<file path="src/hw/rtl/mmx_pkg.sv">
// Shared constants and types of the 4x4 fixed-point matrix multiplier.
`default_nettype none

package mmx_pkg;

   localparam int DIM       = 4;
   localparam int FRAC_BITS = 16;
   localparam int CELLS     = DIM * DIM;

   localparam int POS_W  = 4;
   localparam int DATA_W = 32;
   localparam int IDX_W  = (DIM > 1) ? $clog2(DIM) : 1;
   localparam int PROD_W = 2 * DATA_W;
   localparam int ACC_W  = PROD_W + IDX_W;
   localparam int RND_W  = ACC_W + 1;

   typedef struct packed {
      logic mul;     // register the product of the current operand pair
      logic add;     // add the registered product into the accumulator
      logic first;   // first term of an element: start the sum from zero
      logic fin;     // round, shift and clip the sum into the result register
   } mac_ctrl_type;

endpackage

`default_nettype wire

</file>
<file path="src/hw/rtl/mmx_if.sv">
// Valid/ready channel interfaces for load items and product elements.
`default_nettype none

interface mmx_req_if;
   logic                                valid;
   logic                                ready;
   logic        [mmx_pkg::POS_W-1:0]    position;
   logic signed [mmx_pkg::DATA_W-1:0]   left_value;
   logic signed [mmx_pkg::DATA_W-1:0]   right_value;
   logic                                final_load;

   modport source (output valid, position, left_value, right_value, final_load,
                   input ready);
   modport sink   (input valid, position, left_value, right_value, final_load,
                   output ready);
endinterface

interface mmx_rsp_if;
   logic                                valid;
   logic                                ready;
   logic        [mmx_pkg::POS_W-1:0]    out_position;
   logic signed [mmx_pkg::DATA_W-1:0]   product_value;
   logic                                saturated;
   logic                                end_of_matrix;

   modport source (output valid, out_position, product_value, saturated, end_of_matrix,
                   input ready);
   modport sink   (input valid, out_position, product_value, saturated, end_of_matrix,
                   output ready);
endinterface

`default_nettype wire

</file>
<file path="src/hw/rtl/mmx_store.sv">
// Left and right element stores with per-entry valid bits; unloaded entries read zero.
`default_nettype none

module mmx_store (
   input  wire logic                                clock,
   input  wire logic                                reset,
   input  wire logic                                wr_en,
   input  wire logic        [mmx_pkg::POS_W-1:0]    wr_pos,
   input  wire logic signed [mmx_pkg::DATA_W-1:0]   wr_left,
   input  wire logic signed [mmx_pkg::DATA_W-1:0]   wr_right,
   input  wire logic                                clear,
   input  wire logic        [mmx_pkg::POS_W-1:0]    rd_left_pos,
   input  wire logic        [mmx_pkg::POS_W-1:0]    rd_right_pos,
   output logic signed      [mmx_pkg::DATA_W-1:0]   rd_left,
   output logic signed      [mmx_pkg::DATA_W-1:0]   rd_right
);

   logic signed [mmx_pkg::DATA_W-1:0] left_ff  [mmx_pkg::CELLS];
   logic signed [mmx_pkg::DATA_W-1:0] right_ff [mmx_pkg::CELLS];
   logic        [mmx_pkg::CELLS-1:0]  valid_ff;
   logic        [mmx_pkg::CELLS-1:0]  valid_in;
   logic                              wr_hit;

   // positions at or beyond the matrix size store nothing
   assign wr_hit = wr_en && (int'(wr_pos) < mmx_pkg::CELLS);

   always_comb begin
      valid_in = valid_ff;
      if (clear) begin
         valid_in = '0;
      end else if (wr_hit) begin
         valid_in[wr_pos] = 1'b1;
      end
   end

   always_ff @(posedge clock) begin
      if (reset) begin
         valid_ff <= '0;
      end else begin
         valid_ff <= valid_in;
      end
   end

   always_ff @(posedge clock) begin
      if (wr_hit) begin
         left_ff[wr_pos]  <= wr_left;
         right_ff[wr_pos] <= wr_right;
      end
   end

   always_comb begin
      rd_left  = '0;
      rd_right = '0;
      if ((int'(rd_left_pos) < mmx_pkg::CELLS) && valid_ff[rd_left_pos]) begin
         rd_left = left_ff[rd_left_pos];
      end
      if ((int'(rd_right_pos) < mmx_pkg::CELLS) && valid_ff[rd_right_pos]) begin
         rd_right = right_ff[rd_right_pos];
      end
   end

endmodule

`default_nettype wire

</file>
<file path="src/hw/rtl/mmx_mac.sv">
// Shared multiply-accumulate unit with round-to-nearest and 32-bit saturation.
`default_nettype none

module mmx_mac (
   input  wire logic                                clock,
   input  wire mmx_pkg::mac_ctrl_type               ctrl,
   input  wire logic signed [mmx_pkg::DATA_W-1:0]   op_a,
   input  wire logic signed [mmx_pkg::DATA_W-1:0]   op_b,
   output logic signed      [mmx_pkg::DATA_W-1:0]   result,
   output logic                                     result_sat
);

   localparam logic signed [mmx_pkg::RND_W-1:0] ROUND_HALF =
      (mmx_pkg::FRAC_BITS > 0) ? (mmx_pkg::RND_W'(1) << (mmx_pkg::FRAC_BITS - 1)) : '0;
   localparam int SIGN_W = mmx_pkg::RND_W - mmx_pkg::DATA_W + 1;

   logic signed [mmx_pkg::PROD_W-1:0] prod_ff;
   logic signed [mmx_pkg::PROD_W-1:0] prod_in;
   logic signed [mmx_pkg::ACC_W-1:0]  acc_ff;
   logic signed [mmx_pkg::ACC_W-1:0]  acc_in;
   logic signed [mmx_pkg::DATA_W-1:0] result_ff;
   logic signed [mmx_pkg::DATA_W-1:0] result_in;
   logic                              sat_ff;
   logic                              sat_in;
   logic signed [mmx_pkg::RND_W-1:0]  rounded;
   logic signed [mmx_pkg::RND_W-1:0]  shifted;
   logic        [SIGN_W-1:0]          top_bits;
   logic                              fits;

   assign prod_in = op_a * op_b;
   assign acc_in  = (ctrl.first ? '0 : acc_ff) + mmx_pkg::ACC_W'(prod_ff);

   // ties round toward plus infinity, then arithmetic shift
   assign rounded  = mmx_pkg::RND_W'(acc_ff) + ROUND_HALF;
   assign shifted  = rounded >>> mmx_pkg::FRAC_BITS;
   assign top_bits = shifted[mmx_pkg::RND_W-1:mmx_pkg::DATA_W-1];
   assign fits     = (&top_bits) || !(|top_bits);

   always_comb begin
      sat_in    = !fits;
      result_in = shifted[mmx_pkg::DATA_W-1:0];
      if (!fits) begin
         result_in = shifted[mmx_pkg::RND_W-1]
                   ? {1'b1, {(mmx_pkg::DATA_W-1){1'b0}}}
                   : {1'b0, {(mmx_pkg::DATA_W-1){1'b1}}};
      end
   end

   always_ff @(posedge clock) begin
      if (ctrl.mul) begin
         prod_ff <= prod_in;
      end
      if (ctrl.add) begin
         acc_ff <= acc_in;
      end
      if (ctrl.fin) begin
         result_ff <= result_in;
         sat_ff    <= sat_in;
      end
   end

   assign result     = result_ff;
   assign result_sat = sat_ff;

endmodule

`default_nettype wire

</file>
<file path="src/hw/rtl/matrix4x4_multiply.sv">
// Top level: load sequencing, product sequencer and result channel of the matrix multiplier.
//
// Each load item is taken while the block is idle and writes one element of the
// left and right matrices (signed Q16.16); positions never loaded read as zero. An
// item with final_load set starts the product: the block drops ready and computes
// the 16 elements in row-major order with a single shared 32x32 multiplier and a
// 66-bit accumulator, one multiply and one add per term. Each element is held on
// the result channel until the sink takes it, and only then does the next element
// start. Sums are rounded to nearest (ties up) and clipped to 32 bits with the
// saturated flag set. Both stores are emptied after the sixteenth element, which
// carries end_of_matrix, and ready returns in the next cycle.
`default_nettype none

module matrix4x4_multiply (
   input  wire logic clock,
   input  wire logic reset,
   mmx_req_if.sink   req_chan,
   mmx_rsp_if.source rsp_chan
);

   typedef enum logic [2:0] {
      ST_IDLE,
      ST_MUL,
      ST_ADD,
      ST_ROUND,
      ST_SEND
   } state_type;

   state_type                          state_ff;
   logic        [mmx_pkg::IDX_W-1:0]   row_ff;
   logic        [mmx_pkg::IDX_W-1:0]   col_ff;
   logic        [mmx_pkg::IDX_W-1:0]   k_ff;
   logic        [mmx_pkg::POS_W-1:0]   out_pos_ff;
   logic                               end_ff;

   logic                               req_xfer;
   logic                               rsp_xfer;
   logic                               last_term;
   logic                               last_elem;
   logic        [mmx_pkg::POS_W-1:0]   left_pos;
   logic        [mmx_pkg::POS_W-1:0]   right_pos;
   logic        [mmx_pkg::POS_W-1:0]   elem_pos;
   logic signed [mmx_pkg::DATA_W-1:0]  left_elem;
   logic signed [mmx_pkg::DATA_W-1:0]  right_elem;
   logic signed [mmx_pkg::DATA_W-1:0]  mac_result;
   logic                               mac_sat;
   mmx_pkg::mac_ctrl_type              mac_ctrl;

   assign req_chan.ready = (state_ff == ST_IDLE);
   assign req_xfer       = req_chan.valid && req_chan.ready;
   assign rsp_chan.valid = (state_ff == ST_SEND);
   assign rsp_xfer       = rsp_chan.valid && rsp_chan.ready;

   assign last_term = (k_ff == mmx_pkg::IDX_W'(mmx_pkg::DIM - 1));
   assign last_elem = (row_ff == mmx_pkg::IDX_W'(mmx_pkg::DIM - 1))
                   && (col_ff == mmx_pkg::IDX_W'(mmx_pkg::DIM - 1));

   // A[row][k] and B[k][col]
   assign left_pos  = mmx_pkg::POS_W'(int'(row_ff) * mmx_pkg::DIM + int'(k_ff));
   assign right_pos = mmx_pkg::POS_W'(int'(k_ff) * mmx_pkg::DIM + int'(col_ff));
   assign elem_pos  = mmx_pkg::POS_W'(int'(row_ff) * mmx_pkg::DIM + int'(col_ff));

   always_comb begin
      mac_ctrl       = '0;
      mac_ctrl.mul   = (state_ff == ST_MUL);
      mac_ctrl.add   = (state_ff == ST_ADD);
      mac_ctrl.first = (k_ff == '0);
      mac_ctrl.fin   = (state_ff == ST_ROUND);
   end

   mmx_store u_store (
      .clock        (clock),
      .reset        (reset),
      .wr_en        (req_xfer),
      .wr_pos       (req_chan.position),
      .wr_left      (req_chan.left_value),
      .wr_right     (req_chan.right_value),
      .clear        (rsp_xfer && last_elem),
      .rd_left_pos  (left_pos),
      .rd_right_pos (right_pos),
      .rd_left      (left_elem),
      .rd_right     (right_elem)
   );

   mmx_mac u_mac (
      .clock      (clock),
      .ctrl       (mac_ctrl),
      .op_a       (left_elem),
      .op_b       (right_elem),
      .result     (mac_result),
      .result_sat (mac_sat)
   );

   always_ff @(posedge clock) begin
      if (reset) begin
         state_ff   <= ST_IDLE;
         row_ff     <= '0;
         col_ff     <= '0;
         k_ff       <= '0;
         out_pos_ff <= '0;
         end_ff     <= 1'b0;
      end else begin
         unique case (state_ff)
            ST_IDLE: begin
               if (req_xfer && req_chan.final_load) begin
                  row_ff   <= '0;
                  col_ff   <= '0;
                  k_ff     <= '0;
                  state_ff <= ST_MUL;
               end
            end
            ST_MUL: begin
               state_ff <= ST_ADD;
            end
            ST_ADD: begin
               if (last_term) begin
                  state_ff <= ST_ROUND;
               end else begin
                  k_ff     <= k_ff + 1'b1;
                  state_ff <= ST_MUL;
               end
            end
            ST_ROUND: begin
               out_pos_ff <= elem_pos;
               end_ff     <= last_elem;
               state_ff   <= ST_SEND;
            end
            ST_SEND: begin
               if (rsp_xfer) begin
                  k_ff <= '0;
                  if (last_elem) begin
                     state_ff <= ST_IDLE;
                  end else begin
                     if (col_ff == mmx_pkg::IDX_W'(mmx_pkg::DIM - 1)) begin
                        col_ff <= '0;
                        row_ff <= row_ff + 1'b1;
                     end else begin
                        col_ff <= col_ff + 1'b1;
                     end
                     state_ff <= ST_MUL;
                  end
               end
            end
            default: begin
               state_ff <= ST_IDLE;
            end
         endcase
      end
   end

   assign rsp_chan.out_position  = out_pos_ff;
   assign rsp_chan.product_value = mac_result;
   assign rsp_chan.saturated     = mac_sat;
   assign rsp_chan.end_of_matrix = end_ff;

   // no load is taken while an element is on offer
   assert property (@(posedge clock) disable iff (reset)
      rsp_chan.valid |-> !req_chan.ready)
      else $error("load accepted while a product element is pending");

   // a final load starts the product at element zero, term zero
   assert property (@(posedge clock) disable iff (reset)
      (req_xfer && req_chan.final_load) |=>
         (state_ff == ST_MUL) && (row_ff == '0) && (col_ff == '0) && (k_ff == '0))
      else $error("product did not start at the first element");

   // the marked element is the last one, and the block is free right after it
   assert property (@(posedge clock) disable iff (reset)
      (rsp_xfer && rsp_chan.end_of_matrix) |=> req_chan.ready && !rsp_chan.valid)
      else $error("block not idle after the last element");

   assert property (@(posedge clock) disable iff (reset)
      rsp_chan.valid |->
         (rsp_chan.end_of_matrix == (rsp_chan.out_position ==
                                     mmx_pkg::POS_W'(mmx_pkg::CELLS - 1))))
      else $error("end marker does not match the last position");

endmodule

`default_nettype wire
</file>
<file path="src/flat_wrapper.sv">
// flat-port wrapper written by rule: the top's interface ports become plain ports
module matrix4x4_multiply_flat 
  (clock, reset, req_chan_valid, req_chan_position, req_chan_left_value, req_chan_right_value, req_chan_final_load, req_chan_ready, rsp_chan_valid, rsp_chan_out_position, rsp_chan_product_value, rsp_chan_saturated, rsp_chan_end_of_matrix, rsp_chan_ready);
  mmx_req_if req_chan_i ();
  mmx_rsp_if rsp_chan_i ();
  input  wire logic clock;
  input  wire logic reset;
  input wire logic [$bits(req_chan_i.valid)-1:0] req_chan_valid;
  input wire logic [$bits(req_chan_i.position)-1:0] req_chan_position;
  input wire logic [$bits(req_chan_i.left_value)-1:0] req_chan_left_value;
  input wire logic [$bits(req_chan_i.right_value)-1:0] req_chan_right_value;
  input wire logic [$bits(req_chan_i.final_load)-1:0] req_chan_final_load;
  output wire logic [$bits(req_chan_i.ready)-1:0] req_chan_ready;
  output wire logic [$bits(rsp_chan_i.valid)-1:0] rsp_chan_valid;
  output wire logic [$bits(rsp_chan_i.out_position)-1:0] rsp_chan_out_position;
  output wire logic [$bits(rsp_chan_i.product_value)-1:0] rsp_chan_product_value;
  output wire logic [$bits(rsp_chan_i.saturated)-1:0] rsp_chan_saturated;
  output wire logic [$bits(rsp_chan_i.end_of_matrix)-1:0] rsp_chan_end_of_matrix;
  input wire logic [$bits(rsp_chan_i.ready)-1:0] rsp_chan_ready;
  assign req_chan_i.valid = req_chan_valid;
  assign req_chan_i.position = req_chan_position;
  assign req_chan_i.left_value = req_chan_left_value;
  assign req_chan_i.right_value = req_chan_right_value;
  assign req_chan_i.final_load = req_chan_final_load;
  assign req_chan_ready = req_chan_i.ready;
  assign rsp_chan_valid = rsp_chan_i.valid;
  assign rsp_chan_out_position = rsp_chan_i.out_position;
  assign rsp_chan_product_value = rsp_chan_i.product_value;
  assign rsp_chan_saturated = rsp_chan_i.saturated;
  assign rsp_chan_end_of_matrix = rsp_chan_i.end_of_matrix;
  assign rsp_chan_i.ready = rsp_chan_ready;
  matrix4x4_multiply u_core (.clock(clock), .reset(reset), .req_chan(req_chan_i), .rsp_chan(rsp_chan_i));
endmodule
</file>
<file path="config.mk">
export PLATFORM = sky130hd
export DESIGN_NAME = matrix4x4_multiply_flat
export DESIGN_NICKNAME = d
export VERILOG_FILES = /design/src/hw/rtl/mmx_pkg.sv /design/src/hw/rtl/mmx_if.sv /design/src/hw/rtl/mmx_store.sv /design/src/hw/rtl/mmx_mac.sv /design/src/hw/rtl/matrix4x4_multiply.sv /design/src/flat_wrapper.sv
export SDC_FILE = /design/constraint.sdc
export NUM_CORES = 2
export LEC_CHECK = 0
export BUFFER_PORTS_ARGS = -buffer_cell sky130_fd_sc_hd__buf_2
export CAP_MARGIN = 5
export CORE_MARGIN = 2
export CORE_UTILIZATION = 57
export CTS_CLUSTER_SIZE = 12
export DETAILED_ROUTE_END_ITERATION = 7
export PLACE_DENSITY = 0.8
export SLEW_MARGIN = 20
export SYNTH_ARGS = -nofsm -noshare
export SYNTH_HDL_FRONTEND = slang
export SYNTH_SLANG_ARGS = --single-unit
</file>
<file path="constraint.sdc">
create_clock -name clock -period 25.3 [get_ports clock]
set_input_delay 3.795 -clock clock [delete_from_list [all_inputs] [get_ports clock]]
set_output_delay 3.795 -clock clock [all_outputs]
set_load 0.05 [all_outputs]
</file>
### Word level (Yosys, flattened, before mapping)

Memories as Yosys holds them, arrays and structs flattened.
Cells that the tools add are included.

| storage, ports and cells | value |
|---|---|
| memories | 2 |
| bits in writable memories | 1024 |
| flip-flop bits (word level) | 193 |
| output and inout port bits | 40 |
| word-level logic and storage cells | 89 |
| bits of input ports | 73 |

Memories:

| memory | depth | bits a word | rd ports | clocked after Yosys merged registers in | write ports | line | source |
|---|---|---|---|---|---|---|---|
| u_core.u_store.left_ff | 16 | 32 | 1 | 0 | 1 | mmx_store.sv:18 | `logic signed [mmx_pkg::DATA_W-1:0] left_ff [mmx_pkg::CELLS];` |
| u_core.u_store.right_ff | 16 | 32 | 1 | 0 | 1 | mmx_store.sv:19 | `logic signed [mmx_pkg::DATA_W-1:0] right_ff [mmx_pkg::CELLS];` |

| cells by class | value |
|---|---|
| eq/ne operators | 12 |
| reductions and logical operators | 20 |
| $add $sub $neg | 8 |
| multiply operators | 1 |
| muxes and demuxes | 30 |
| $lt $le $gt $ge | 4 |
| bitwise gates (word level) | 1 |

Operator list:

| kind | count |
|---|---|
| 32-bit 2-to-1 mux | 4 |
| 66-bit by 17-bit adder with 67-bit output (second input constant) | 1 |
| 66-bit adder | 1 |
| 66-bit 2-to-1 mux | 1 |
| 32-bit by 32-bit multiplier with 64-bit output | 1 |
| 2-bit 2-to-1 mux | 10 |
| 20-bit AND reduction | 1 |
| 20-bit OR reduction | 1 |
| 16-bit bitwise OR | 1 |
| 4-bit by 5-bit < comparator with 1-bit output (second input constant) | 3 |
| 3-bit case mux with 5 select lines | 1 |
| 4-bit by 2-bit adder with 4-bit output | 3 |
| 2-bit != test (second input constant) | 5 |
| 1-bit binary-select mux with 4-bit select | 2 |
| 2-bit case mux with 2 select lines | 2 |
| 4-bit AND reduction | 2 |
| 2-bit by 1-bit adder with 2-bit output (second input constant) | 3 |
| 2-bit equality test (second input constant) | 3 |
| 3-bit by 2-bit equality test with 1-bit output (second input constant) | 2 |
| 1-bit logical AND | 6 |
| 1-bit 2-to-1 mux | 6 |
| 3-bit 2-to-1 mux | 2 |
| 2-bit case mux with 3 select lines | 1 |
| 5-bit AND reduction | 1 |
| other kinds (12) | 13 |

### Longest topological paths before layout

| depth | value |
|---|---|
| depth in word-level cells | 5 |
| mapped depth | 38 |
| depth with buffers taken out | 32 |

### Hierarchy

Synthesis repeated with hierarchy kept, for this count alone.

| second synthesis, totals | value |
|---|---|
| cell total of the unflattened synthesis | 6640 |
| area total of the unflattened synthesis | 87390.1 µm² |

By module, submodules not included:

| module | cells each | instances | area each (µm²) | sequential area each (µm²) |
|---|---|---|---|---|
| mmx_mac | 4912 | 1 | 47026.4 | 4894.7 |
| mmx_store | 1647 | 1 | 39546.7 | 31069.8 |
| matrix4x4_multiply | 81 | 1 | 817.0 | 280.3 |

### Worst setup path before layout

No wires, ideal clock.

| path | value |
|---|---|
| kind | reg2reg |
| start point | reg u_core.k_ff[0] (netlist bit) |
| end point | reg u_core.u_mac.prod_ff[61] (netlist bit), data pin |
| cell stages (with the launch flop) | 34 |
| arrival time | 9749 ps |
| clock period less this slack | 9885 ps |
| library setup time | 135 ps |
| setup slack | 15415 ps |
| cells stage by stage | dfxtp_1 -> buf_2 -> buf_4 -> buf_6 -> buf_4 -> buf_4 -> mux4_2 -> mux2i_1 -> nand2_1 -> o211a_1 -> clkbuf_1 -> nand2_1 -> inv_1 -> fa_1 -> fa_1 -> fa_1 -> fa_1 -> inv_1 -> fa_1 -> inv_1 -> fa_1 -> inv_1 -> fa_1 -> inv_1 -> fa_1 -> ha_1 -> and3_1 -> a221o_1 -> a21oi_1 -> inv_1 -> a21oi_1 -> o21ai_1 -> or4_1 -> nand3_1 |

| between the ends | value |
|---|---|
| cells in the longest elaborated chain, start to end | 5 |
| elaborated cells between the ends (all ways) | 11 |
| those cells by class | add/sub (2); mul (1); mux (6); memory (2) |

Ends and longest elaborated chain:

| element | line | source |
|---|---|---|
| start, declared | matrix4x4_multiply.sv:32 | `logic [mmx_pkg::IDX_W-1:0] k_ff;` |
| start signal, assigned | matrix4x4_multiply.sv:119 | `k_ff <= k_ff + 1'b1;` |
| 4-bit by 2-bit adder with 4-bit output, on equally long branches | matrix4x4_multiply.sv:59, matrix4x4_multiply.sv:60 |  |
| 1-bit binary-select mux with 4-bit select, on equally long branches | mmx_store.sv:54, mmx_store.sv:57 |  |
| 1-bit 2-to-1 mux, on equally long branches | mmx_store.sv:54, mmx_store.sv:57 |  |
| 32-bit 2-to-1 mux, on equally long branches | mmx_store.sv:54, mmx_store.sv:57 |  |
| 32-bit by 32-bit multiplier with 64-bit output * | mmx_mac.sv:30 | `assign prod_in = op_a * op_b;` |
| via u_core.u_mac.prod_in (one bit) | mmx_mac.sv:18 | `logic signed [mmx_pkg::PROD_W-1:0] prod_in;` |
| end signal, assigned | mmx_mac.sv:51 | `prod_ff <= prod_in;` |
| end, declared | mmx_mac.sv:17 | `logic signed [mmx_pkg::PROD_W-1:0] prod_ff;` |

Mark *: on every way through the listed nets, which the timed path passes. The rest lies on a longest branch. The select of a mux whose other input is x is not followed.
A chain may end at the register's enable or synchronous reset.

### Worst setup path after layout

| path | value |
|---|---|
| start point | reg u_core.k_ff[0] (netlist bit) |
| end point | reg u_core.u_mac.prod_ff[56] (netlist bit), data pin |

The elaborated chain is that of the path after synthesis.

==> results by group <==
Run status
  • Status: complete, no violations

GRT
  • Total GRT Usage: 31.2%
  • Vias in the first global route: between 50000 and 60000
  • First-pass GRT wire length: between 300000 and 400000 um
  • Grt ovf: 0
  • Initial antenna violation count: 30
  • Largest net degree at the start of global routing: around 110

Yosys
  • Syn Inst Count: about 6700
  • Synth cell types: 84
  • Sequential share of the synthesized area: about two fifths
  • Seq cells post-synth: between 1000 and 1500
  • Yosys Warn Count: 0
  • Ys async rst share: 0%
  • Main synth FF type: edfxtp_1
  • Cell taking the most area after synthesis: edfxtp_1
  • Post-synth EDFFs: about 1200
  • Syn_area_per_cell: about 13 sq um
  • Post-Syn Area: around 87000 sq um
  • Share of the synthesized area in the top cell type: roughly two fifths
  • Synth area leaders: edfxtp_1 (41%), fa_1 (25%), mux4_2 (7.9%), inv_1 (4.6%), ha_1 (3.7%)
  • Post-Syn Nets: approximately 8200

Place
  • # port buffers: 112
  • Final HPWL DP: 155000 um
  • GPL Wtd Cong: a little under 1

Timing
  • RSZ-0062 raised after global routing: false
  • Max-slew headroom: roughly a fifth
  • Slew @ Worst Pin: 1.20 ns
  • Final setup fails: 0
  • Slew Viols, Final: 0
  • Setup tns final: 0 ns
  • Min cycle time layout: approximately 12 ns
  • Fin crit share: a little under half
  • Worst hold slack: ~0.46 ns
  • Clock skew: 0.111 ns
  • Final hold vios: 0
  • F_max: around 84 MHz

Die
  • Die width: 394 um
  • Die height: 394 um
  • CORE AREA: about 150000 sq um
  • Starting Density: between 50% and 60%
  • Die area: between 150000 and 200000 sq um
  • # IOs: around 110
  • # rows: 143

Clocking
  • Setup bufs post-CTS: 0
  • Post-CTS sizing: 0
  • H-tree levels: 3
  • Hold_buf cts: 0
  • Clock slew at reported path FFs: approximately 0.07 ns
  • Clk Latency, worst-skew pair: a little under 0.8 ns
  • Clk Tree Root Cell: clkbuf_16
  • CTS tree: built
  • # clock sinks: between 1000 and 1500
  • CTS buffer count: 121
  • Clock Path Buffers: 3

Worst setup path
  • Slowest cell on crit path: fa_1
  • Worst Setup End Kind: flip-flop
  • R2r startpoint: u_core.k_ff[0]$_SDFFE_PP0P_
  • Worst setup SP type: flip-flop
  • Max incr delay on CP: 1.01 ns
  • Crit-path max FO: 110
  • Most used cell, CP: fa_1
  • Worst setup path start: u_core.k_ff[0]$_SDFFE_PP0P_
  • Worst EP required: roughly 26 ns
  • Critical Path AT: 12.35 ns
  • CP delay by family, top: adder cells
  • Crit Path Class: reg -> reg
  • Critical path buffers and inverters: 8

Final layout
  • Nets: 8167
  • Layout area overhead: 7.33%
  • Commonest cells after routing, fill and taps aside: edfxtp_1 (1187), fa_1 (1083), inv_1 (1068), nand2_1 (700), nor2_1 (532)
  • Commonest non-fill, non-tap cell in the layout: edfxtp_1
  • Share of cells above drive strength 1: roughly 11%

Power and ir drop
  • Power per cell area: approximately 45 nW/um^2
  • Leak: about 37 nW
  • Peak supply drop: 0.0665 mV
  • Final Power: approximately 0.0041 W

Routing
  • Remaining DRCs: 0
  • Drt first pass iters: 8
  • Vias per cell: 6.28
  • Final WL: about 240000 um
  • Via total after detailed routing: about 56000
  • 1st-iter DRT viols: around 6500
  • WL/cell: approximately 27 um
  • Post-route ant nets: 0

Hold path
  • HP Class: reg -> reg
  • Min-delay src: u_core.rsp_chan.out_position[3]$_SDFFE_PP0P_

Flow run
  • Total of max-cap violations: 0
-- layer usage --
metal	track usage (%)	part of all wire, %	up-vias
met5	0	0.074	-
met4	16.4	6.1	28
met3	9.44	13	998
met2	50.1	47	4130
met1	38.4	34	28100
li1	-	-	22500
-- tightest hold or removal path: cells and delay by family, from the launching register on --
family             cells  cell delay [ns]
AOI/OAI and AO/OA      1             0.06
DFF                    1             0.30
and+or+nand+nor        1             0.05
-- through the flow --
stage	setup slack [ns]	std cells	cell area [sq um]	util, %
2_1_floorplan	15.42	6747	86600	-
3_3_place_gp	13.70	8664	89300	59.0
3_5_place_dp	13.48	8664	89300	59.0
4_1_cts	13.48	8861	92900	61.4
5_1_grt	12.72	8871	92900	61.4
6_report	13.43	8873	92900	61.4
-- cell families after synthesis --
kind of cell | share of synthesized area (%)
buffers and inverters | 6.30
DFF | 41.9
muxes | 8.42
adders and majority gates | 28.7
xor gates and xnor gates | 1.70
and+or+nand+nor | 8.62
AOI/OAI and AO/OA | 4.37
-- cell usage after synthesis, drive strengths merged (6+ instances only) --
| cell | n |
|---|---|
| o21bai | 33 |
| and2 | 50 |
| buf | 95 |
| and4 | 9 |
| a41oi | 6 |
| ha | 254 |
| o211ai | 40 |
| nand4 | 36 |
| nor4 | 12 |
| xor2 | 48 |
| a21oi | 157 |
| nor2b | 140 |
| inv | 1079 |
| mux2 | 24 |
| o21a | 66 |
| edfxtp | 1187 |
| nand3 | 93 |
| o21ai | 75 |
| nand2b | 11 |
| xnor2 | 120 |
| a31oi | 20 |
| and3 | 21 |
| fa | 1083 |
| a211oi | 16 |
| dfxtp | 30 |
| a21boi | 6 |
| mux2i | 22 |
| clkbuf | 242 |
| mux4 | 302 |
| a21o | 55 |
| o211a | 32 |
| nand3b | 6 |
| or2 | 11 |
| or3 | 12 |
| nand2 | 701 |
| nor3 | 36 |
| nor2 | 546 |
-- path summary, 6_finish.rpt --
check                                                 endpoint  cells past startpoint  slack [ns]
hold / removal    u_core.rsp_chan.out_position[3]$_SDFFE_PP0P_                      2        0.46
setup reg to reg            u_core.u_mac.prod_ff[56]$_DFFE_PP_                     28       13.43
setup / recovery            u_core.u_mac.prod_ff[56]$_DFFE_PP_                     28       13.43
hold reg to reg   u_core.rsp_chan.out_position[3]$_SDFFE_PP0P_                      2        0.46
-- power by group --
group          internal, W  leakage (nW)  switching [W]  total [W]
logic            0.0000589          24.1       0.000131   0.000190
clock network     0.000916          1.74       0.000777    0.00169
registers          0.00224          10.9      0.0000136    0.00226
total              0.00322          36.7       0.000921    0.00414
-- sequential cells by signal, summed over array words and instances, names as in the netlist --
name,count
u_core.u_store.valid_ff,16
u_core.u_store.left_ff,512
u_core.u_mac.result,32
u_core.u_mac.result_sat,1
u_core.rsp_chan.out_position,4
u_core.row_ff,2
u_core.k_ff,2
u_core.state_ff,3
u_core.u_store.right_ff,512
u_core.col_ff,2
u_core.rsp_chan.end_of_matrix,1
u_core.u_mac.prod_ff,64
u_core.u_mac.acc_ff,66
-- cell type report --
| cell class | instances | area, sq um |
|---|---|---|
| clock buffers | 170 | 3300 |
| multi-input cells | 4114 | 45000 |
| clock inverters | 27 | 314 |
| repair buffers | 224 | 1420 |
| inverters | 1079 | 4050 |
| fillers | 11000 | 58500 |
| flip-flops and latches | 1217 | 36300 |
| diodes | 12 | 30.0 |
| well taps | 2030 | 2540 |
No activity file was read; power rests on OpenSTA's default activity.
